**config.mk**
```make
export PLATFORM = sky130hd
export DESIGN_NAME = tccw_queue
export DESIGN_NICKNAME = d
export VERILOG_FILES = /design/src/hw/rtl/tccw_pkg.sv /design/src/hw/rtl/tccw_queue.sv
export SDC_FILE = /design/constraint.sdc
export NUM_CORES = 1
export LEC_CHECK = 0
export BUFFER_PORTS_ARGS = -buffer_cell sky130_fd_sc_hd__buf_2
export CAP_MARGIN = 40
export CELL_PAD_IN_SITES_DETAIL_PLACEMENT = 0
export CELL_PAD_IN_SITES_GLOBAL_PLACEMENT = 1
export CORE_AREA = 3 3 40 42
export CTS_CLUSTER_SIZE = 16
export DETAILED_ROUTE_END_ITERATION = 10
export DIE_AREA = 0 0 43 45
export MAX_ROUTING_LAYER = met4
export PLACE_DENSITY = 0.52
export SYNTH_ARGS = -nofsm -noshare
export SYNTH_HDL_FRONTEND = slang
export SYNTH_SLANG_ARGS = --single-unit
```
**constraint.sdc**
```tcl
create_clock -name clk -period 2.2 [get_ports clk]
set_input_delay 0.22 -clock clk [delete_from_list [all_inputs] [get_ports clk]]
set_output_delay 0.22 -clock clk [all_outputs]
set_load 0.005 [all_outputs]
```
**src/hw/rtl/tccw_pkg.sv**
```systemverilog
`default_nettype none
// ----------------------------------------------------------------------------
// Text console character writer: shared definitions
// Types, command codes, character codes and default sizes used by the
// front end, the back end and the queues of the console writer.
// ----------------------------------------------------------------------------
package tccw_pkg;

  // Default screen geometry
  localparam int DEF_COLUMNS = 80;
  localparam int DEF_ROWS    = 25;

  // Entries in each decoupling queue (power of two, two or more)
  localparam int QUEUE_DEPTH = 2;

  // Widths of the cell position fields carried in a queued command
  localparam int ROW_FLD_W = 6;
  localparam int COL_FLD_W = 7;

  // Input command codes
  localparam logic [1:0] CMD_PUT   = 2'd0;
  localparam logic [1:0] CMD_READ  = 2'd1;
  localparam logic [1:0] CMD_CLEAR = 2'd2;

  // Character codes
  localparam logic [7:0] CH_BS    = 8'h08;
  localparam logic [7:0] CH_TAB   = 8'h09;
  localparam logic [7:0] CH_NL    = 8'h0A;
  localparam logic [7:0] CH_CR    = 8'h0D;
  localparam logic [7:0] CH_SPACE = 8'h20;
  localparam logic [7:0] CH_DEL   = 8'h7F;

  localparam int TAB_STEP = 8;

  localparam logic [7:0]  RESET_ATTR  = 8'h0F;
  localparam logic [15:0] RESET_BLANK = {RESET_ATTR, CH_SPACE};

  // Classified operation, decided by the front end
  typedef enum logic [2:0] {
    OP_NOP,
    OP_PRINT,
    OP_NL,
    OP_CR,
    OP_TAB,
    OP_BS,
    OP_READ,
    OP_CLEAR
  } op_t;

  typedef struct packed {
    op_t                  op;
    logic [7:0]           ch;
    logic [ROW_FLD_W-1:0] row;
    logic [COL_FLD_W-1:0] col;
  } cmd_t;

  typedef struct packed {
    logic [6:0]  cursor_col;
    logic [4:0]  cursor_row;
    logic [10:0] cursor_offset;
    logic [15:0] cell_value;
    logic        did_scroll;
  } res_t;

  // Back end sequencer states
  typedef enum logic [2:0] {
    S_FILL,
    S_IDLE,
    S_EXEC,
    S_SCROLL,
    S_DONE
  } state_t;

endpackage
`default_nettype wire

```
**src/hw/rtl/tccw_queue.sv**
```systemverilog
`default_nettype none
// ----------------------------------------------------------------------------
// Console writer queue
// Small first-in first-out buffer of DEPTH entries (a power of two) with
// push/full on the write side and pop/empty on the read side.
// ----------------------------------------------------------------------------
module tccw_queue import tccw_pkg::*; #(
  parameter int WIDTH = 1,
  parameter int DEPTH = QUEUE_DEPTH
) (
  input  wire logic             clk,
  input  wire logic             rst_n,
  input  wire logic             push,
  input  wire logic [WIDTH-1:0] wdata,
  output logic                  full,
  input  wire logic             pop,
  output logic [WIDTH-1:0]      rdata,
  output logic                  empty
);

  localparam int PW    = $clog2(DEPTH);
  localparam int CNT_W = $clog2(DEPTH + 1);

  logic [WIDTH-1:0] store_r [DEPTH];
  logic [PW-1:0]    wr_ptr_r;
  logic [PW-1:0]    rd_ptr_r;
  logic [CNT_W-1:0] cnt_r;
  logic             do_push;
  logic             do_pop;

  assign full    = (cnt_r == CNT_W'(DEPTH));
  assign empty   = (cnt_r == '0);
  assign do_push = push & ~full;
  assign do_pop  = pop & ~empty;
  assign rdata   = store_r[rd_ptr_r];

  always_ff @(posedge clk) begin
    if (!rst_n) begin
      wr_ptr_r <= '0;
      rd_ptr_r <= '0;
      cnt_r    <= '0;
    end else begin
      if (do_push) begin
        wr_ptr_r <= wr_ptr_r + PW'(1);
      end
      if (do_pop) begin
        rd_ptr_r <= rd_ptr_r + PW'(1);
      end
      if (do_push && !do_pop) begin
        cnt_r <= cnt_r + CNT_W'(1);
      end else if (do_pop && !do_push) begin
        cnt_r <= cnt_r - CNT_W'(1);
      end
    end
  end

  always_ff @(posedge clk) begin
    if (do_push) begin
      store_r[wr_ptr_r] <= wdata;
    end
  end

endmodule
`default_nettype wire

```
==> run metrics, run 1 <==
number of buffer and inverter stages on the critical path=1; number of core rows=13; Post-Route Skew=0.00181 ns; detailed-routing iteration count for the pre-antenna-repair pass=1; total inserted antenna cells=0; quantity of hold-fixing buffers added after cts=0; asr flop ratio synth=0; worst vdd rail ir drop=0.000409 V; initial antenna violation count=0; Leak=0.168 nW; max-capacitance violation count=0; worst hold slack=0.170 ns; detailed-route wire length per cell=9.02 um; width of the die=43 um; IO Port Bufs=7; final worst path period share=0.714; number of hold violations in the final report=0; Final Net Count=46; Non-Filler Cell Area, Final=385 sq um; DRT iter0 DRCs=0; final estimated routing congestion in global placement=0.691; Worst Path Arrival=1.75 ns; type of the worst setup path=flip-flop to flip-flop; power density over cell area=1280 nW/um^2; relative area change from synthesis to final layout=26.2%; number of sinks on the clock net=7; Post-CTS Resized=0; library cell with the highest instance count after synthesis=sky130_fd_sc_hd__dfxtp_1; buffer cell driving the clock tree root=sky130_fd_sc_hd__clkbuf_4; Inserted Clock Buffers=3; final count of negative-setup-slack endpoints=0; source-to-sink clock delay at the later pin of the worst-skew pair=0.25 ns; crit path time final=1.57 ns; number of cells after detailed placement=50; Max Clk Rate=637 MHz; Post-CTS Setup Bufs=0; EDFF count, synth=2; detailed-route wire length=487 um; transition at the pin with the smallest max-transition slack=0.225 ns; effective utilization at floorplan=0.238; critical path capture point type=flip-flop; prevailing post-synth register cell=sky130_fd_sc_hd__dfxtp_1; via total after detailed routing=225; CP delay by family, top=simple AND/OR/NAND/NOR gates; CORE AREA=1280 sq um; final max-slew violation count=0; number of buffers on the longest clock path=2; Post-Syn Area per Cell=10.9 sq um; cell types occupying the most area after synthesis=sky130_fd_sc_hd__dfxtp_1 33%, sky130_fd_sc_hd__edfxtp_1 20%, sky130_fd_sc_hd__and2_1 6.1%; vias in the first global route=220; Filler Cells Inserted=144; Syn Inst Count=28; Synth top area share=0.328; final instance count without filler cells=54; clk slew on worst S/H paths=0.05 ns; combined global-route utilization of all metal layers=0.0706; peak per-stage delay on the critical path=0.41 ns; Worst Hold Class=primary input to flip-flop; crit-path max FO=5; global-route congestion overflow total=0; maximum number of pins on one net before global-route repair=6; maximum level of the CTS H-tree=1; Critical Path RT=2.38 ns; post-route total power=0.491 mW; largest area contributor in the netlist=sky130_fd_sc_hd__dfxtp_1; cells along the critical path=nand2b_1 > inv_2 > nor2_1 > ha_1 > or3_1 > a21boi_1; slowest cell on the critical path=sky130_fd_sc_hd__dfxtp_1; count of antenna-violating nets left after detailed routing=0; Post-synth top cells=5 x sky130_fd_sc_hd__dfxtp_1, 3 x sky130_fd_sc_hd__and2_1, 2 x sky130_fd_sc_hd__edfxtp_1, 2 x sky130_fd_sc_hd__nor2_1, 2 x sky130_fd_sc_hd__xnor2_1; max_slew headroom=0.849; Post-Synthesis Net Count=34; wire length of the first global-routing pass=890 um; unrepaired setup endpoints after global routing=false; layout cells sized above 1=0.333; number of warnings printed during yosys synthesis=0; startpoint types=flip-flop; Final TNS setup=0 ns; vertical die dimension=45 um; Via density=4.17; count of distinct cell types in the synthesized netlist=19; Post-route DRC=0; post-detailed-placement half-perimeter wirelength=408 um; total placed instance area=359 sq um; CTS tree=done; run status=finished, final reports clean; number of storage elements in the synthesis netlist=7; Post-Syn Area=305 sq um; sequential cell area fraction in the yosys report=0.525; top-level port count=8; overall die area=1940 sq um
[kinds of logic after synthesis]
logic type / count (synthesis) / synth area share
XOR/XNOR: 3 / 0.0861
adder cells (fa/ha/maj): 1 / 0.0410
AND/OR/NAND/NOR: 9 / 0.180
buffers and inverters: 2 / 0.0246
flip-flops: 7 / 0.525
multiplexers: 1 / 0.0369
AO/OA/AOI/OAI: 5 / 0.107
[cells in the final DEF (no fill, tap or decap)]
cell and count:
sky130_fd_sc_hd__clkbuf_4 3, sky130_fd_sc_hd__buf_2 7, sky130_fd_sc_hd__nor3_2 1, sky130_fd_sc_hd__edfxtp_1 2, sky130_fd_sc_hd__mux2_2 1, sky130_fd_sc_hd__nand2b_1 1
sky130_fd_sc_hd__o21ai_1 1, sky130_fd_sc_hd__a21boi_0 1, sky130_fd_sc_hd__xor2_1 1, sky130_fd_sc_hd__nor2_1 2, sky130_fd_sc_hd__xnor2_1 2, sky130_fd_sc_hd__ha_1 1
sky130_fd_sc_hd__and3_1 1, sky130_fd_sc_hd__clkbuf_1 1, sky130_fd_sc_hd__a21boi_1 1, sky130_fd_sc_hd__and2_1 3, sky130_fd_sc_hd__inv_2 1, sky130_fd_sc_hd__o21ai_0 1
sky130_fd_sc_hd__or3_1 1, sky130_fd_sc_hd__o21a_1 1, sky130_fd_sc_hd__inv_1 1, sky130_fd_sc_hd__dfxtp_1 5
[layer usage]
metal | routed length, um | up-vias | share of wire | track usage
met4 | 9 | 0 | 0.018 | 0.0723
li1 | - | 116 | - | -
met2 | 229 | 6 | 0.47 | 0.0898
met1 | 212 | 101 | 0.44 | 0.0756
met5 | 0 | - | 0 | -
met3 | 34 | 2 | 0.070 | 0.0359
[report_power, final]
part | internal, mW | switching [mW]
clock | 0.0691 | 0.0453
sequential | 0.173 | 0.0276
combinational | 0.0969 | 0.0797
total | 0.339 | 0.153
[area by class of cell]
| type | count | area [sq um] | share of cell area |
|---|---|---|---|
| Clock buffer | 4 | 26.3 | 0.0682 |
| Tap cell | 15 | 18.8 | 0.0487 |
| Timing Repair Buffer | 7 | 35.0 | 0.0909 |
| Multi-Input combinational cell | 19 | 138 | 0.357 |
| Inverter | 2 | 7.51 | 0.0195 |
| Sequential cell | 7 | 160 | 0.416 |
[worst paths after layout]
kind / startpoint / end / slack (ns) / cells past startpoint
setup / recovery: cnt_r[0] / cnt_r[1] / 0.63 / 6
hold / removal: wdata / store_r[1] / 0.17 / 1
setup reg to reg: cnt_r[0] / cnt_r[1] / 0.63 / 6
hold reg to reg: cnt_r[1] / cnt_r[1] / 0.54 / 2
[stage by stage]
stage | setup WS [ns] | util
floorplan | 0.732 | -
global placement | 0.667 | 0.279
detailed placement | 0.625 | 0.279
CTS | 0.615 | 0.300
global route | 0.471 | 0.300
finish | 0.630 | 0.300
Power figures use the tool's default switching activity.
==> inputs of run 2 (changes only) <==
Settings changed: ABC_AREA from default to 1, PLACE_DENSITY 0.52 to 0.58.
Clock period 2.2 ns to 1.3 ns, I/O delays scaled along.
==> run 2 against run 1 <==
  * Largest cell class unchanged
  * Flip-flop and latch count unchanged
  * Largest power group is now combinational cells
  * Synthesized cell count up 46%
  * Routed wire length up 30%
  * Clock power up 73%
  * Global-route usage up 1.2 points
  * Fmax up 29%
==> run metrics, run 2 <==
max-capacitance violation count=0; CP delay by family, top=flip-flops; power density over cell area=2130 nW/um^2; final estimated routing congestion in global placement=0.702; CTS tree=done; number of hold violations in the final report=0; detailed-route wire length=633 um; count of antenna-violating nets left after detailed routing=0; vias in the first global route=277; count of distinct cell types in the synthesized netlist=14; Post-Syn Area per Cell=7.78 sq um; max_slew headroom=0.899; source-to-sink clock delay at the later pin of the worst-skew pair=0.25 ns; clk slew on worst S/H paths=0.05 ns; number of buffers on the longest clock path=2; DRT iter0 DRCs=2; worst vdd rail ir drop=0.000692 V; critical path capture point type=flip-flop; asr flop ratio synth=0; Post-Syn Area=319 sq um; cells along the critical path=inv_2 > o21ai_2 > inv_2 > ha_4 > inv_2 > nand4_1 > nand2_1 > nor2_1; Critical Path RT=1.45 ns; via total after detailed routing=298; Synth top area share=0.314; Post-Synthesis Net Count=47; number of buffer and inverter stages on the critical path=3; unrepaired setup endpoints after global routing=true; reg2reg path depth=8; top-level port count=8; startpoint types=flip-flop; combined global-route utilization of all metal layers=0.0828; detailed-route wire length per cell=8.67 um; Hold Path Cell Cnt=1; source of the worst hold timing path=wdata; Hold Path End=store_r[1]; Worst Hold Class=primary input to flip-flop; prevailing post-synth register cell=sky130_fd_sc_hd__dfxtp_1; quantity of hold-fixing buffers added after cts=0; run status=finished, final reports clean; final instance count without filler cells=73; commonest non-fill, non-tap cell in the layout=sky130_fd_sc_hd__nor2_1; Max Clk Rate=824 MHz; number of core rows=13; number of cells after detailed placement=68; width of the die=43 um; final max-slew violation count=0; total inserted antenna cells=0; detailed-routing iteration count for the pre-antenna-repair pass=4; EDFF count, synth=2; final worst path period share=0.933; relative area change from synthesis to final layout=46.3%; Filler Cells Inserted=150; number of storage elements in the synthesis netlist=7; Post-synth top cells=10 x sky130_fd_sc_hd__nor2_1, 8 x sky130_fd_sc_hd__inv_1, 6 x sky130_fd_sc_hd__nand2_1; slack of the worst reg-to-reg path=0.09 ns; peak per-stage delay on the critical path=0.35 ns; final count of negative-setup-slack endpoints=0; post-layout worst setup margin=0.0869 ns; highest-count cells in the layout ignoring fill and taps=9 x sky130_fd_sc_hd__nor2_1, 7 x sky130_fd_sc_hd__buf_2, 6 x sky130_fd_sc_hd__nand2_1, 6 x sky130_fd_sc_hd__buf_4, 5 x sky130_fd_sc_hd__inv_1; Leak=0.227 nW; effective utilization at floorplan=0.248; Final Net Count=65; Critical R2R Capture=cnt_r[1]; sequential cell area fraction in the yosys report=0.502; overall die area=1940 sq um; cell types occupying the most area after synthesis=sky130_fd_sc_hd__dfxtp_1 31%, sky130_fd_sc_hd__edfxtp_1 19%, sky130_fd_sc_hd__nor2_1 12%; number of sinks on the clock net=7; Syn Inst Count=41; Worst Path Arrival=1.36 ns; maximum level of the CTS H-tree=1; transition at the pin with the smallest max-transition slack=0.149 ns; crit-path max FO=3; buffer cell driving the clock tree root=sky130_fd_sc_hd__clkbuf_4; post-detailed-placement half-perimeter wirelength=472 um; library cell with the highest instance count after synthesis=sky130_fd_sc_hd__nor2_1; Post-route DRC=0; crit path time final=1.21 ns; pre-CTS worst setup slack=0.0124 ns; Post-Route Skew=0.000444 ns; number of warnings printed during yosys synthesis=0; vertical die dimension=45 um; slowest cell on the critical path=sky130_fd_sc_hd__dfxtp_2; type of the worst setup path=flip-flop to flip-flop; Via density=4.08; global-route congestion overflow total=0; Inserted Clock Buffers=3; layout cells sized above 1=0.483; launching point of the worst reg2reg path=cnt_r[1]; CORE AREA=1280 sq um; maximum number of pins on one net before global-route repair=5; Post-Route Utilization=0.363; IO Port Bufs=7; largest area contributor in the netlist=sky130_fd_sc_hd__dfxtp_1; initial antenna violation count=0; wire length of the first global-routing pass=1080 um; cell repeated most along the worst path=sky130_fd_sc_hd__inv_2
-- run 2: final cells by class --
cell class	instances	area, sq um	area share
clock buffer	4	26.3	0.0563
tap	15	18.8	0.0402
timing repair buffer	13	80.1	0.172
sequential	7	163	0.349
multi-input combinational	25	145	0.311
inverter	9	33.8	0.0724
-- run 2: cells by family after synthesis --
| logic type | Yosys count | synth area share |
|---|---|---|
| buf+inv | 9 | 0.106 |
| fa+ha+maj | 1 | 0.0392 |
| mux | 1 | 0.0353 |
| simple gates | 19 | 0.243 |
| flops | 7 | 0.502 |
| compound gates | 4 | 0.0745 |
-- run 2: report_power, final --
part / leakage (nW) / total, mW / switching, mW / internal [mW]
registers: 0.0607 / 0.337 / 0.0415 / 0.295
logic: 0.151 / 0.462 / 0.227 / 0.234
clock network: 0.0150 / 0.197 / 0.0801 / 0.117
total: 0.227 / 0.996 / 0.349 / 0.647
-- run 2: metal layers --
metal / part of all wire / routed length, um / vias up / global-route usage
met1: 0.43 / 270 / 127 / 0.0880
met5: 0 / 0 / - / -
li1: - / - / 159 / -
met3: 0.095 / 60 / 2 / 0.0637
met2: 0.46 / 292 / 10 / 0.114
met4: 0.014 / 9 / 0 / 0.0361
-- run 2: stage by stage --
stage / area, sq um / hold WS (ns) / TNS [ns] / total power [mW]
after floorplan: 319 / 0.229 / 0 / 0.557
after global placement: 410 / 0.329 / 0 / 0.732
after detailed placement: 410 / 0.330 / 0 / 0.726
after CTS: 438 / 0.0626 / 0 / 0.939
after global routing: 467 / 0.0681 / -0.0127 / 1.10
final: 467 / 0.0732 / 0 / 0.996
-- run 2: repair_timing --
item	CTS	global route
gates resized for setup	1	7
hold endpoints to repair	0	0
endpoints found under the setup margin	1	2
setup buffers	0	1
pin swaps	1	4
-- run 2: how the worst max path moves through the flow --
stage	start	endpoint	slack, ns	cells after the start
after floorplan	cnt_r[0]	cnt_r[1]	0.02	9
after global placement	cnt_r[0]	cnt_r[1]	0.001	9
after detailed placement	cnt_r[1]	cnt_r[1]	0.01	8
after CTS	cnt_r[1]	cnt_r[1]	0.02	9
after global routing	cnt_r[1]	cnt_r[1]	-0.01	9
final	cnt_r[1]	cnt_r[1]	0.09	8
-- run 2: worst register-to-register path: stages (launching register included) --
cell and delay (ns):
sky130_fd_sc_hd__dfxtp_2 0.35, sky130_fd_sc_hd__inv_2 0.04, sky130_fd_sc_hd__o21ai_2 0.15, sky130_fd_sc_hd__inv_2 0.07, sky130_fd_sc_hd__ha_4 0.24, sky130_fd_sc_hd__inv_2 0.06, sky130_fd_sc_hd__nand4_1 0.10, sky130_fd_sc_hd__nand2_1 0.07
sky130_fd_sc_hd__nor2_1 0.04
