`config.mk`:
```
export PLATFORM = sky130hd
export DESIGN_NAME = tccw_front
export DESIGN_NICKNAME = d
export VERILOG_FILES = /design/src/hw/rtl/tccw_pkg.sv /design/src/hw/rtl/tccw_queue.sv /design/src/hw/rtl/tccw_front.sv
export SDC_FILE = /design/constraint.sdc
export NUM_CORES = 1
export LEC_CHECK = 0
export BUFFER_PORTS_ARGS = -buffer_cell sky130_fd_sc_hd__buf_2
export CAP_MARGIN = 20
export CELL_PAD_IN_SITES_DETAIL_PLACEMENT = 0
export CELL_PAD_IN_SITES_GLOBAL_PLACEMENT = 1
export CORE_UTILIZATION = 40
export DETAILED_ROUTE_END_ITERATION = 8
export HOLD_SLACK_MARGIN = 0.08
export PLACE_DENSITY_LB_ADDON = 0.3
export SYNTH_ARGS = -nofsm -noshare
export SYNTH_HDL_FRONTEND = slang
export SYNTH_SLANG_ARGS = --single-unit
```
`constraint.sdc`:
```
create_clock -name clk -period 2.9 [get_ports clk]
set_input_delay 0.145 -clock clk [delete_from_list [all_inputs] [get_ports clk]]
set_output_delay 0.145 -clock clk [all_outputs]
set_load 0.02 [all_outputs]
```
`src/hw/rtl/tccw_pkg.sv`:
```
`default_nettype none
// ----------------------------------------------------------------------------
// Text console character writer: shared definitions
// Types, command codes, character codes and default sizes used by the
// front end, the back end and the queues of the console writer.
// ----------------------------------------------------------------------------
package tccw_pkg;

  // Default screen geometry
  localparam int DEF_COLUMNS = 80;
  localparam int DEF_ROWS    = 25;

  // Entries in each decoupling queue (power of two, two or more)
  localparam int QUEUE_DEPTH = 2;

  // Widths of the cell position fields carried in a queued command
  localparam int ROW_FLD_W = 6;
  localparam int COL_FLD_W = 7;

  // Input command codes
  localparam logic [1:0] CMD_PUT   = 2'd0;
  localparam logic [1:0] CMD_READ  = 2'd1;
  localparam logic [1:0] CMD_CLEAR = 2'd2;

  // Character codes
  localparam logic [7:0] CH_BS    = 8'h08;
  localparam logic [7:0] CH_TAB   = 8'h09;
  localparam logic [7:0] CH_NL    = 8'h0A;
  localparam logic [7:0] CH_CR    = 8'h0D;
  localparam logic [7:0] CH_SPACE = 8'h20;
  localparam logic [7:0] CH_DEL   = 8'h7F;

  localparam int TAB_STEP = 8;

  localparam logic [7:0]  RESET_ATTR  = 8'h0F;
  localparam logic [15:0] RESET_BLANK = {RESET_ATTR, CH_SPACE};

  // Classified operation, decided by the front end
  typedef enum logic [2:0] {
    OP_NOP,
    OP_PRINT,
    OP_NL,
    OP_CR,
    OP_TAB,
    OP_BS,
    OP_READ,
    OP_CLEAR
  } op_t;

  typedef struct packed {
    op_t                  op;
    logic [7:0]           ch;
    logic [ROW_FLD_W-1:0] row;
    logic [COL_FLD_W-1:0] col;
  } cmd_t;

  typedef struct packed {
    logic [6:0]  cursor_col;
    logic [4:0]  cursor_row;
    logic [10:0] cursor_offset;
    logic [15:0] cell_value;
    logic        did_scroll;
  } res_t;

  // Back end sequencer states
  typedef enum logic [2:0] {
    S_FILL,
    S_IDLE,
    S_EXEC,
    S_SCROLL,
    S_DONE
  } state_t;

endpackage
`default_nettype wire

```
`src/hw/rtl/tccw_queue.sv`:
```
`default_nettype none
// ----------------------------------------------------------------------------
// Console writer queue
// Small first-in first-out buffer of DEPTH entries (a power of two) with
// push/full on the write side and pop/empty on the read side.
// ----------------------------------------------------------------------------
module tccw_queue import tccw_pkg::*; #(
  parameter int WIDTH = 1,
  parameter int DEPTH = QUEUE_DEPTH
) (
  input  wire logic             clk,
  input  wire logic             rst_n,
  input  wire logic             push,
  input  wire logic [WIDTH-1:0] wdata,
  output logic                  full,
  input  wire logic             pop,
  output logic [WIDTH-1:0]      rdata,
  output logic                  empty
);

  localparam int PW    = $clog2(DEPTH);
  localparam int CNT_W = $clog2(DEPTH + 1);

  logic [WIDTH-1:0] store_r [DEPTH];
  logic [PW-1:0]    wr_ptr_r;
  logic [PW-1:0]    rd_ptr_r;
  logic [CNT_W-1:0] cnt_r;
  logic             do_push;
  logic             do_pop;

  assign full    = (cnt_r == CNT_W'(DEPTH));
  assign empty   = (cnt_r == '0);
  assign do_push = push & ~full;
  assign do_pop  = pop & ~empty;
  assign rdata   = store_r[rd_ptr_r];

  always_ff @(posedge clk) begin
    if (!rst_n) begin
      wr_ptr_r <= '0;
      rd_ptr_r <= '0;
      cnt_r    <= '0;
    end else begin
      if (do_push) begin
        wr_ptr_r <= wr_ptr_r + PW'(1);
      end
      if (do_pop) begin
        rd_ptr_r <= rd_ptr_r + PW'(1);
      end
      if (do_push && !do_pop) begin
        cnt_r <= cnt_r + CNT_W'(1);
      end else if (do_pop && !do_push) begin
        cnt_r <= cnt_r - CNT_W'(1);
      end
    end
  end

  always_ff @(posedge clk) begin
    if (do_push) begin
      store_r[wr_ptr_r] <= wdata;
    end
  end

endmodule
`default_nettype wire

```
`src/hw/rtl/tccw_front.sv`:
```
`default_nettype none
// ----------------------------------------------------------------------------
// Console writer front end
// Accepts input items, sorts each into one operation (printable, control
// character, cell read, clear or nothing) and queues it for the back end.
// ----------------------------------------------------------------------------
module tccw_front import tccw_pkg::*; #(
  parameter int COLUMNS = DEF_COLUMNS,
  parameter int ROWS    = DEF_ROWS
) (
  input  wire logic       clk,
  input  wire logic       rst_n,
  input  wire logic       in_push,
  output logic            in_full,
  input  wire logic [1:0] in_command,
  input  wire logic [7:0] in_char_code,
  input  wire logic [4:0] in_cell_row,
  input  wire logic [6:0] in_cell_col,
  input  wire logic       init_busy,
  output logic            cmd_valid,
  input  wire logic       cmd_pop,
  output cmd_t            cmd
);

  cmd_t                  cmd_in;
  logic                  q_full;
  logic                  q_empty;
  logic [$bits(cmd_t)-1:0] q_rdata;

  always_comb begin
    cmd_in.op  = OP_NOP;
    cmd_in.ch  = in_char_code;
    cmd_in.row = ROW_FLD_W'(in_cell_row);
    cmd_in.col = in_cell_col;
    unique case (in_command)
      CMD_PUT: begin
        if (in_char_code == CH_NL) begin
          cmd_in.op = OP_NL;
        end else if (in_char_code == CH_CR) begin
          cmd_in.op = OP_CR;
        end else if (in_char_code == CH_TAB) begin
          cmd_in.op = OP_TAB;
        end else if (in_char_code == CH_BS) begin
          cmd_in.op = OP_BS;
        end else if (in_char_code >= CH_SPACE && in_char_code <= CH_DEL) begin
          cmd_in.op = OP_PRINT;
        end
      end
      CMD_READ: begin
        // out-of-range reads report a zero cell
        if (int'(in_cell_row) < ROWS && int'(in_cell_col) < COLUMNS) begin
          cmd_in.op = OP_READ;
        end
      end
      CMD_CLEAR: begin
        cmd_in.op = OP_CLEAR;
      end
      default: begin
        cmd_in.op = OP_NOP;
      end
    endcase
  end

  // hold off items while the screen store is being blanked after reset
  assign in_full = q_full | init_busy;

  tccw_queue #(
    .WIDTH ($bits(cmd_t)),
    .DEPTH (QUEUE_DEPTH)
  ) u_cmd_queue (
    .clk   (clk),
    .rst_n (rst_n),
    .push  (in_push & ~init_busy),
    .wdata (cmd_in),
    .full  (q_full),
    .pop   (cmd_pop),
    .rdata (q_rdata),
    .empty (q_empty)
  );

  assign cmd_valid = ~q_empty;
  assign cmd       = cmd_t'(q_rdata);

endmodule
`default_nettype wire

```
==> flow_metrics.py, run 1 <==
metrics = {
    "clocking": {
        "cts_buffers": 5,
        "clkTransAtPathRegs_ns": 0.08,
        "clk_path_buf_depth": 2,
        "clk_latency_ns": 0.30,
        "cts-root-buf": "clkbuf_8",
        "cts-htree-levels": 2,
        "cts_resized": 0,
        "cts_tree": "built",
        "cts.sinks": 51,
    },
    "floorplanning": {
        "core_area_mm2": 0.00482,
        "dieArea_mm2": 0.00537,
        "pin_count": 53,
        "fp.dieH_um": 73.3,
        "die_w_um": 73.3,
        "rows": 25,
        "start_util_pct": 42.2,
    },
    "finish": {
        "final_common_cell": "buf_2",
        "drive_gt1_share_pct": 33.2,
        "final_area_mm2": 0.00263,
        "diodes": 0,
        "nets": 221,
        "final_cells": 260,
        "area_growth_syn_to_layout_pct": 29.2,
        "layout_common_cells": "51 x buf_2, 46 x edfxtp_1, 23 x mux2_1",
        "nFillCells": 429,
    },
    "global_routing": {
        "grt-ovfl-total": 0,
        "antenna_found_initial": 0,
        "grtUsageTotal_pct": 14.6,
        "grt_max_degree": 15,
        "grt_pass1_vias": 1218,
        "grt_pass1_wl_um": 5620,
    },
    "flow_run": {
        "max_cap_violations": 0,
    },
    "route": {
        "drt_iter0_drc": 36,
        "first_pass_iters": 4,
        "drc": 0,
        "wire_per_inst_um": 14.1,
        "postRouteAntennaNets": 0,
        "via_count": 1234,
        "routed_via_density": 4.75,
        "finalWirelength_um": 3670,
    },
    "worst_setup_path": {
        "path_class": "flip-flop to flip-flop",
        "path_buf_inv": 1,
        "crit_chain": "nor2b_1 -> nor3b_2 -> nor2b_2 -> buf_4",
        "cpLargestDelayFamily": "simple AND/OR/NAND/NOR gates",
        "slowest_delay_ns": 0.56,
        "endpoint_kind": "flip-flop",
        "critPathLaunchType": "flip-flop",
        "crit_fanout": 13,
        "cp_data_arrival_time_ns": 2.01,
        "worst_ep_required_time_ns": 2.89,
        "slowest_stage": "nor2b_2",
    },
    "synthesis": {
        "ys_seq_area_share_pct": 72.9,
        "yosysWarnings": 0,
        "syn_inst": 118,
        "synth_cell_types": 28,
        "synth_area_leaders": "edfxtp_1 68%, mux2_1 13%, dfxtp_1 4.9%",
        "synth_top_area_share_pct": 67.9,
        "synthFlopType": "edfxtp_1",
        "postSynthAreaPerCell_um2": 17.2,
        "ys_ff_latch": 51,
        "syn_nets": 146,
        "yosysTopAreaCell": "edfxtp_1",
        "ys_async_sr_fraction_pct": 0,
        "synth_enable_flop_cells": 46,
        "synth_area_mm2": 0.00203,
    },
    "power_and_ir_drop": {
        "leakage_uw": 0.000978,
        "finalPower_uw": 1870,
        "peakVddDrop_mv": 0.536,
        "p_per_area_mw_per_mm2": 712,
    },
    "sta": {
        "finalCriticalPeriod_ns": 2.02,
        "drv_slew": 0,
        "slew_headroom_pct": 62.5,
        "clock_skew_ns": 0.00664,
        "finalSetupTns_ns": 0,
        "worstMarginPinSlew_ns": 0.559,
        "setup_violations": 0,
        "finalCritPeriodShare_pct": 69.5,
        "fmax_ghz": 0.496,
        "rsz0062_at_grt": "no",
        "hold_viol": 0,
        "layout_setup_ws_ns": 0.884,
    },
    "placed_design": {
        "portBuffers": 51,
        "dpl.hpwl_um": 2490,
        "place_ws_ns": 0.887,
        "dp_cells": 236,
        "place_area_mm2": 0.00238,
        "gp_congestion": 0.761,
    },
    "hold_path": {
        "hold_class": "input pin to flip-flop",
    },
    "status": {
        "status": "finished, final reports clean",
    },
}
==> routing by layer <==
metal	part of all wire, %	global-route usage [%]	vias to the layer above
met5	0	0	-
met4	2.4	5.56	0
met3	3.9	4.53	9
met2	51	24.7	35
met1	43	17.5	596
li1	-	-	594
==> flip-flops by register name, indices dropped and copies added (netlist names), named ones only <==
name	flops
u_cmd_queue.wr_ptr_r	1
u_cmd_queue.store_r	46
u_cmd_queue.cnt_r	2
u_cmd_queue.rd_ptr_r	1
==> worst paths after layout <==
path	slack, ns	endpoint	start	depth (start not counted)
min	0.12	u_cmd_queue.store_r[1][12]	in_char_code[0]	1
min reg2reg	0.51	u_cmd_queue.wr_ptr_r	u_cmd_queue.wr_ptr_r	2
max	0.88	u_cmd_queue.store_r[0][11]	u_cmd_queue.cnt_r[0]	4
max reg2reg	0.88	u_cmd_queue.store_r[0][11]	u_cmd_queue.cnt_r[0]	4
==> what timing repair did <==
action | 4_1_cts | 5_1_grt
setup endpoints to repair | 0 | 0
hold buffers | 17 | 0
endpoints found under the hold margin | 34 | 0
buffers inserted | 0 | 0
==> through the flow <==
| stage | hold slack [ns] | utilization (%) |
|---|---|---|
| detailed placement | 0.338 | 49.4 |
| global placement | 0.335 | 49.4 |
| finish | 0.118 | 54.5 |
| global route | 0.114 | 54.5 |
| floorplan | 0.244 | - |
| CTS | 0.109 | 54.5 |
==> synth_stat cells (all sizes together), types with 3 or more instances <==
| cell type | number |
|---|---|
| and2 | 4 |
| buf | 3 |
| dfxtp | 5 |
| edfxtp | 46 |
| mux2 | 23 |
| nand2 | 4 |
| nor2b | 5 |
| nor3 | 3 |
| o21ai | 3 |
| xnor2 | 3 |
==> kinds of logic after synthesis <==
kind of cell | count (synthesis) | synth area share (%)
xor gates and xnor gates | 4 | 1.72
buffers and inverters | 3 | 0.862
and+or+nand+nor | 24 | 7.38
other | 1 | 0.184
muxes | 24 | 13.2
adders and majority gates | 1 | 0.615
DFF | 51 | 72.9
AOI/OAI and AO/OA | 10 | 3.14
==> power breakdown <==
part	leakage, µW	switching (µW)	internal [µW]	total, µW
sequential	0.000463	51.3	885	936
clock	0.0000414	207	161	368
combinational	0.000473	323	243	566
==> final cells by class <==
type	instances	area, µm²	area share [%]
clock buffer	5	68.8	2.62
clock inverter	2	8.76	0.333
multi-input combinational	64	537	20.4
sequential	51	1480	56.4
tap	67	83.8	3.19
timing repair buffer	71	448	17.0
(Power assumes the default switching activity.)
==> run 2, diff against run 1 <==
--- a/config.mk
+++ b/config.mk
@@ -9,7 +9,7 @@
 export CAP_MARGIN = 20
 export CELL_PAD_IN_SITES_DETAIL_PLACEMENT = 0
 export CELL_PAD_IN_SITES_GLOBAL_PLACEMENT = 1
-export CORE_UTILIZATION = 40
+export CORE_UTILIZATION = 38
 export DETAILED_ROUTE_END_ITERATION = 8
 export HOLD_SLACK_MARGIN = 0.08
 export PLACE_DENSITY_LB_ADDON = 0.3
==> constraint.sdc (replaced) <==
create_clock -name clk -period 1.8 [get_ports clk]
set_input_delay 0.09 -clock clk [delete_from_list [all_inputs] [get_ports clk]]
set_output_delay 0.09 -clock clk [all_outputs]
set_load 0.02 [all_outputs]
==> flow_metrics.py, run 2 (synthesized netlist as in run 1, its figures left out) <==
metrics = {
    "power_and_ir_drop": {
        "clkPwrFrac_pct": 19.9,
        "switching_power_uw": 927,
        "netSwitchingFraction_pct": 30.5,
        "internal_power_uw": 2110,
        "comb_power_share_pct": 31.6,
        "sequentialPowerShare_pct": 48.5,
        "p_per_area_mw_per_mm2": 1120,
        "peakVddDrop_mv": 0.502,
        "leakage_uw": 0.00102,
    },
    "worst_setup_path": {
        "critPathLaunchType": "flip-flop",
        "slowest_stage": "dfxtp_1",
        "crit_chain": "nor2b_1 -> nor3b_2 -> ha_1 -> or3_1 -> a21boi_1",
        "path_class": "flip-flop to flip-flop",
        "crit_fanout": 5,
        "worst_ep_required_time_ns": 2.03,
        "endpoint_kind": "flip-flop",
        "slowest_delay_ns": 0.42,
        "cp_data_arrival_time_ns": 1.80,
    },
    "clocking": {
        "cts.sinks": 51,
        "cts-root-buf": "clkbuf_8",
        "cts_buffers": 5,
        "cts_tree": "built",
        "cts_resized": 0,
        "cts-htree-levels": 2,
        "clkTransAtPathRegs_ns": 0.08,
        "clk_latency_ns": 0.29,
        "clk_path_buf_depth": 2,
    },
    "floorplanning": {
        "core_area_mm2": 0.00514,
        "start_util_pct": 39.6,
        "dieArea_mm2": 0.00565,
        "rows": 26,
        "die_w_um": 75.1,
        "fp.dieH_um": 75.1,
        "pin_count": 53,
    },
    "placed_design": {
        "gp_congestion": 0.801,
        "portBuffers": 51,
        "place_ws_ns": 0.229,
        "place_area_mm2": 0.00242,
        "dpl.hpwl_um": 2490,
    },
    "route": {
        "wire_per_inst_um": 13.4,
        "drc": 0,
        "postRouteAntennaNets": 0,
        "first_pass_iters": 4,
        "drt_iter0_drc": 48,
        "wl_met3_um": 142,
        "routed_via_density": 4.62,
        "via_count": 1252,
        "top_layer": "met4",
        "finalWirelength_um": 3630,
        "routedLengthMet1_um": 1620,
        "wl_met2_um": 1820,
    },
    "finish": {
        "final_area_mm2": 0.00272,
        "top_regs": "u_cmd_queue.store_r: 46 flops, u_cmd_queue.cnt_r: 2 flops",
        "ff_latch_area_mm2": 0.00148,
        "nets": 228,
        "multi_input_area_um2": 542,
        "regMostFlops": "u_cmd_queue.store_r",
        "nFillCells": 457,
        "drive_gt1_share_pct": 33.3,
        "largest_reg_flops": 46,
        "diodes": 0,
        "area_growth_syn_to_layout_pct": 33.5,
        "final_common_cell": "buf_2",
        "layout_common_cells": "51 x buf_2, 46 x edfxtp_1, 23 x mux2_1",
    },
    "global_routing": {
        "grtUsageTotal_pct": 13.5,
        "antenna_found_initial": 0,
        "grt_pass1_vias": 1156,
        "grt_pass1_wl_um": 5420,
        "grt-ovfl-total": 0,
        "grt_max_degree": 24,
    },
    "sta": {
        "finalCritPeriodShare_pct": 87.5,
        "drv_slew": 0,
        "rsz0062_at_grt": "no",
        "finalCriticalPeriod_ns": 1.57,
        "finalSetupTns_ns": 0,
        "setup_violations": 0,
        "hold_viol": 0,
        "layout_setup_ws_ns": 0.225,
        "fmax_ghz": 0.635,
        "clock_skew_ns": 0.00509,
    },
    "status": {
        "status": "finished, final reports clean",
    },
    "hold_path": {
        "hold_class": "input pin to flip-flop",
    },
    "flow_run": {
        "max_cap_violations": 0,
    },
}
## run 2: cell count changes in the layout (fill, tap and decap cells not counted)
cell           before  now
buf_12              0    1
buf_4               3    5
clkbuf_1            0    2
clkinv_1            1    0
dlygate4sd3_1      17   21
nor2b_2             1    0
nor2b_4             0    1
## run 2: timing repair
| item | CTS | global route |
|---|---|---|
| endpoints found under the hold margin | 43 | 0 |
| buffers inserted | 0 | 0 |
| hold buffers | 21 | 0 |
## run 2: area by class of cell
type	count	share of cell area, %
timing repair buffer	78	19.3
clock buffer	7	2.81
tap	70	3.23
clock inverter	1	0.184
sequential	51	54.6
multi-input combinational	64	20.0
## run 2: power by group through the flow
stage          combinational (µW)  clock, µW  sequential [µW]
2_1_floorplan                 633          0             1500
3_3_place_gp                  924          0             1500
3_5_place_dp                  939          0             1500
4_1_cts                       982        621             1470
5_1_grt                      1040        674             1490
6_report                      960        605             1470
## run 2: final timing paths
kind | from | cells after the start | slack, ns | end
worst min-delay path | in_command[0] | 2 | 0.19 | u_cmd_queue.store_r[0][20]
worst max register to register | u_cmd_queue.cnt_r[0] | 5 | 0.23 | u_cmd_queue.cnt_r[1]
worst min register to register | u_cmd_queue.wr_ptr_r | 2 | 0.52 | u_cmd_queue.wr_ptr_r
worst max-delay path | u_cmd_queue.cnt_r[0] | 5 | 0.23 | u_cmd_queue.cnt_r[1]
## run 2: through the flow
step           hold WS [ns]  cells  utilization, %  total power, µW
2_1_floorplan         0.189    118               -             2130
3_3_place_gp          0.284    242            47.2             2420
3_5_place_dp          0.287    242            47.2             2440
4_1_cts               0.187    271            52.8             3080
5_1_grt               0.194    271            52.8             3210
6_report              0.192    271            52.8             3040
## run 2: critical path, delay by kind of cell, from the launching register on
kind                       cells  cell delay (ns)
and+or+nand+nor                3             0.67
DFF                            1             0.42
adders and majority gates      1             0.29
AOI/OAI and AO/OA              1             0.14
## run 2: per-layer routing
metal / vias to the layer above / GRT usage [%]
met2: 34 / 23.3
met1: 606 / 16.2
met4: 0 / 5.56
li1: 607 / -
met5: - / 0
met3: 5 / 3.21
==> run 3, diff against run 2 <==
--- a/config.mk
+++ b/config.mk
@@ -9,6 +9,7 @@
 export CAP_MARGIN = 20
 export CELL_PAD_IN_SITES_DETAIL_PLACEMENT = 0
 export CELL_PAD_IN_SITES_GLOBAL_PLACEMENT = 1
+export CORE_ASPECT_RATIO = 1.2
 export CORE_UTILIZATION = 38
 export DETAILED_ROUTE_END_ITERATION = 8
 export HOLD_SLACK_MARGIN = 0.08
==> flow_metrics.py, run 3 (synthesized netlist as in run 1, its figures left out) <==
metrics = {
    "status": {
        "status": "finished, final reports clean",
    },
    "placed_design": {
        "dp_cells": 232,
        "place_ws_ns": 0.0943,
        "portBuffers": 51,
        "dpl.hpwl_um": 2650,
        "gp_congestion": 0.715,
    },
    "route": {
        "finalWirelength_um": 3790,
        "via_count": 1260,
        "wire_per_inst_um": 14.5,
        "drc": 0,
        "drt_iter0_drc": 55,
        "postRouteAntennaNets": 0,
        "routed_via_density": 4.81,
        "first_pass_iters": 4,
    },
    "global_routing": {
        "grtUsageTotal_pct": 15.6,
        "grt_pass1_vias": 1344,
        "antenna_found_initial": 0,
        "grt-ovfl-total": 0,
        "grt_pass1_wl_um": 6330,
        "grt_max_degree": 19,
    },
    "floorplanning": {
        "core_area_mm2": 0.00504,
        "rows": 28,
        "start_util_pct": 40.3,
        "fp.dieH_um": 82.1,
        "die_w_um": 68.8,
        "pin_count": 53,
        "dieArea_mm2": 0.00565,
    },
    "sta": {
        "fmax_ghz": 0.599,
        "hold_viol": 0,
        "finalSetupTns_ns": 0,
        "layout_setup_ws_ns": 0.131,
        "finalCriticalPeriod_ns": 1.67,
        "finalCritPeriodShare_pct": 92.7,
        "whs_ns": 0.190,
        "drv_slew": 0,
        "setup_violations": 0,
        "clock_skew_ns": 0.00500,
        "rsz0062_at_grt": "no",
    },
    "flow_run": {
        "max_cap_violations": 0,
    },
    "worst_setup_path": {
        "critPathLaunchType": "flip-flop",
        "worst_ep_required_time_ns": 2.03,
        "crit_fanout": 5,
        "endpoint_kind": "flip-flop",
        "path_class": "flip-flop to flip-flop",
        "cp_data_arrival_time_ns": 1.90,
    },
    "clocking": {
        "cts-htree-levels": 2,
        "cts.sinks": 51,
        "cts_tree": "built",
        "cts-root-buf": "clkbuf_8",
        "clkTransAtPathRegs_ns": 0.09,
        "clk_latency_ns": 0.30,
        "cts_buffers": 5,
        "clk_path_buf_depth": 2,
    },
    "finish": {
        "regMostFlops": "u_cmd_queue.store_r",
        "nets": 229,
        "top_regs": "u_cmd_queue.store_r: 46 flops, u_cmd_queue.cnt_r: 2 flops",
        "largest_reg_flops": 46,
        "final_common_cell": "buf_2",
        "area_growth_syn_to_layout_pct": 34.6,
        "diodes": 0,
        "final_cells": 262,
        "layout_common_cells": "51 x buf_2, 46 x edfxtp_1, 23 x mux2_1",
        "drive_gt1_share_pct": 34.7,
    },
    "power_and_ir_drop": {
        "peakVddDrop_mv": 0.856,
        "leakage_uw": 0.00104,
        "p_per_area_mw_per_mm2": 1180,
    },
    "hold_path": {
        "hold_class": "input pin to flip-flop",
    },
}
## run 3: area by class of cell
| type | count | area (µm²) |
|---|---|---|
| multi-input cells | 64 | 542 |
| clock buffers | 5 | 68.8 |
| fillers | 437 | 2310 |
| well taps | 60 | 75.1 |
| flip-flops and latches | 51 | 1480 |
| clock inverters | 3 | 38.8 |
| repair buffers | 79 | 531 |
## run 3: timing repair
action / 4_1_cts / 5_1_grt
gates resized for setup: 0 / 1
setup endpoints to repair: 0 / 1
buffers inserted: 0 / 1
endpoints found under the hold margin: 42 / 0
hold buffers: 21 / 0
## run 3: critical path: stages, from the launching register on
cell	delay (ns)
dfxtp_1	0.34
nor2b_1	0.16
nor3b_2	0.28
ha_1	0.31
or3_1	0.37
a21boi_1	0.14
## run 3: per-layer routing
layer / vias up / part of all wire, % / track usage, %
met2: 38 / 54 / 27.9
met1: 608 / 39 / 17.6
met3: 4 / 5.6 / 4.53
li1: 610 / - / -
met5: - / 0 / 0
met4: 0 / 0.84 / 4.90
## run 3: worst paths after layout
path | start | to | slack (ns) | cells past startpoint
min | in_command[0] | u_cmd_queue.store_r[0][20] | 0.19 | 2
max | u_cmd_queue.cnt_r[1] | u_cmd_queue.cnt_r[1] | 0.13 | 5
min reg2reg | u_cmd_queue.cnt_r[1] | u_cmd_queue.cnt_r[1] | 0.52 | 2
max reg2reg | u_cmd_queue.cnt_r[1] | u_cmd_queue.cnt_r[1] | 0.13 | 5
## run 3: power by group
part	switching [µW]	leakage (µW)	total, µW	internal, µW
Clock	354	0.0000556	761	407
Combinational	533	0.000516	970	437
Sequential	72.0	0.000464	1500	1430
Total	959	0.00104	3230	2270
## run 3: stage by stage
stage	total power (µW)	util, %	cell area [µm²]
3_3_place_gp	2450	47.8	2410
3_5_place_dp	2470	47.8	2410
6_report	3230	54.3	2740
4_1_cts	3260	54.1	2730
2_1_floorplan	2130	-	2040
5_1_grt	3410	54.3	2740
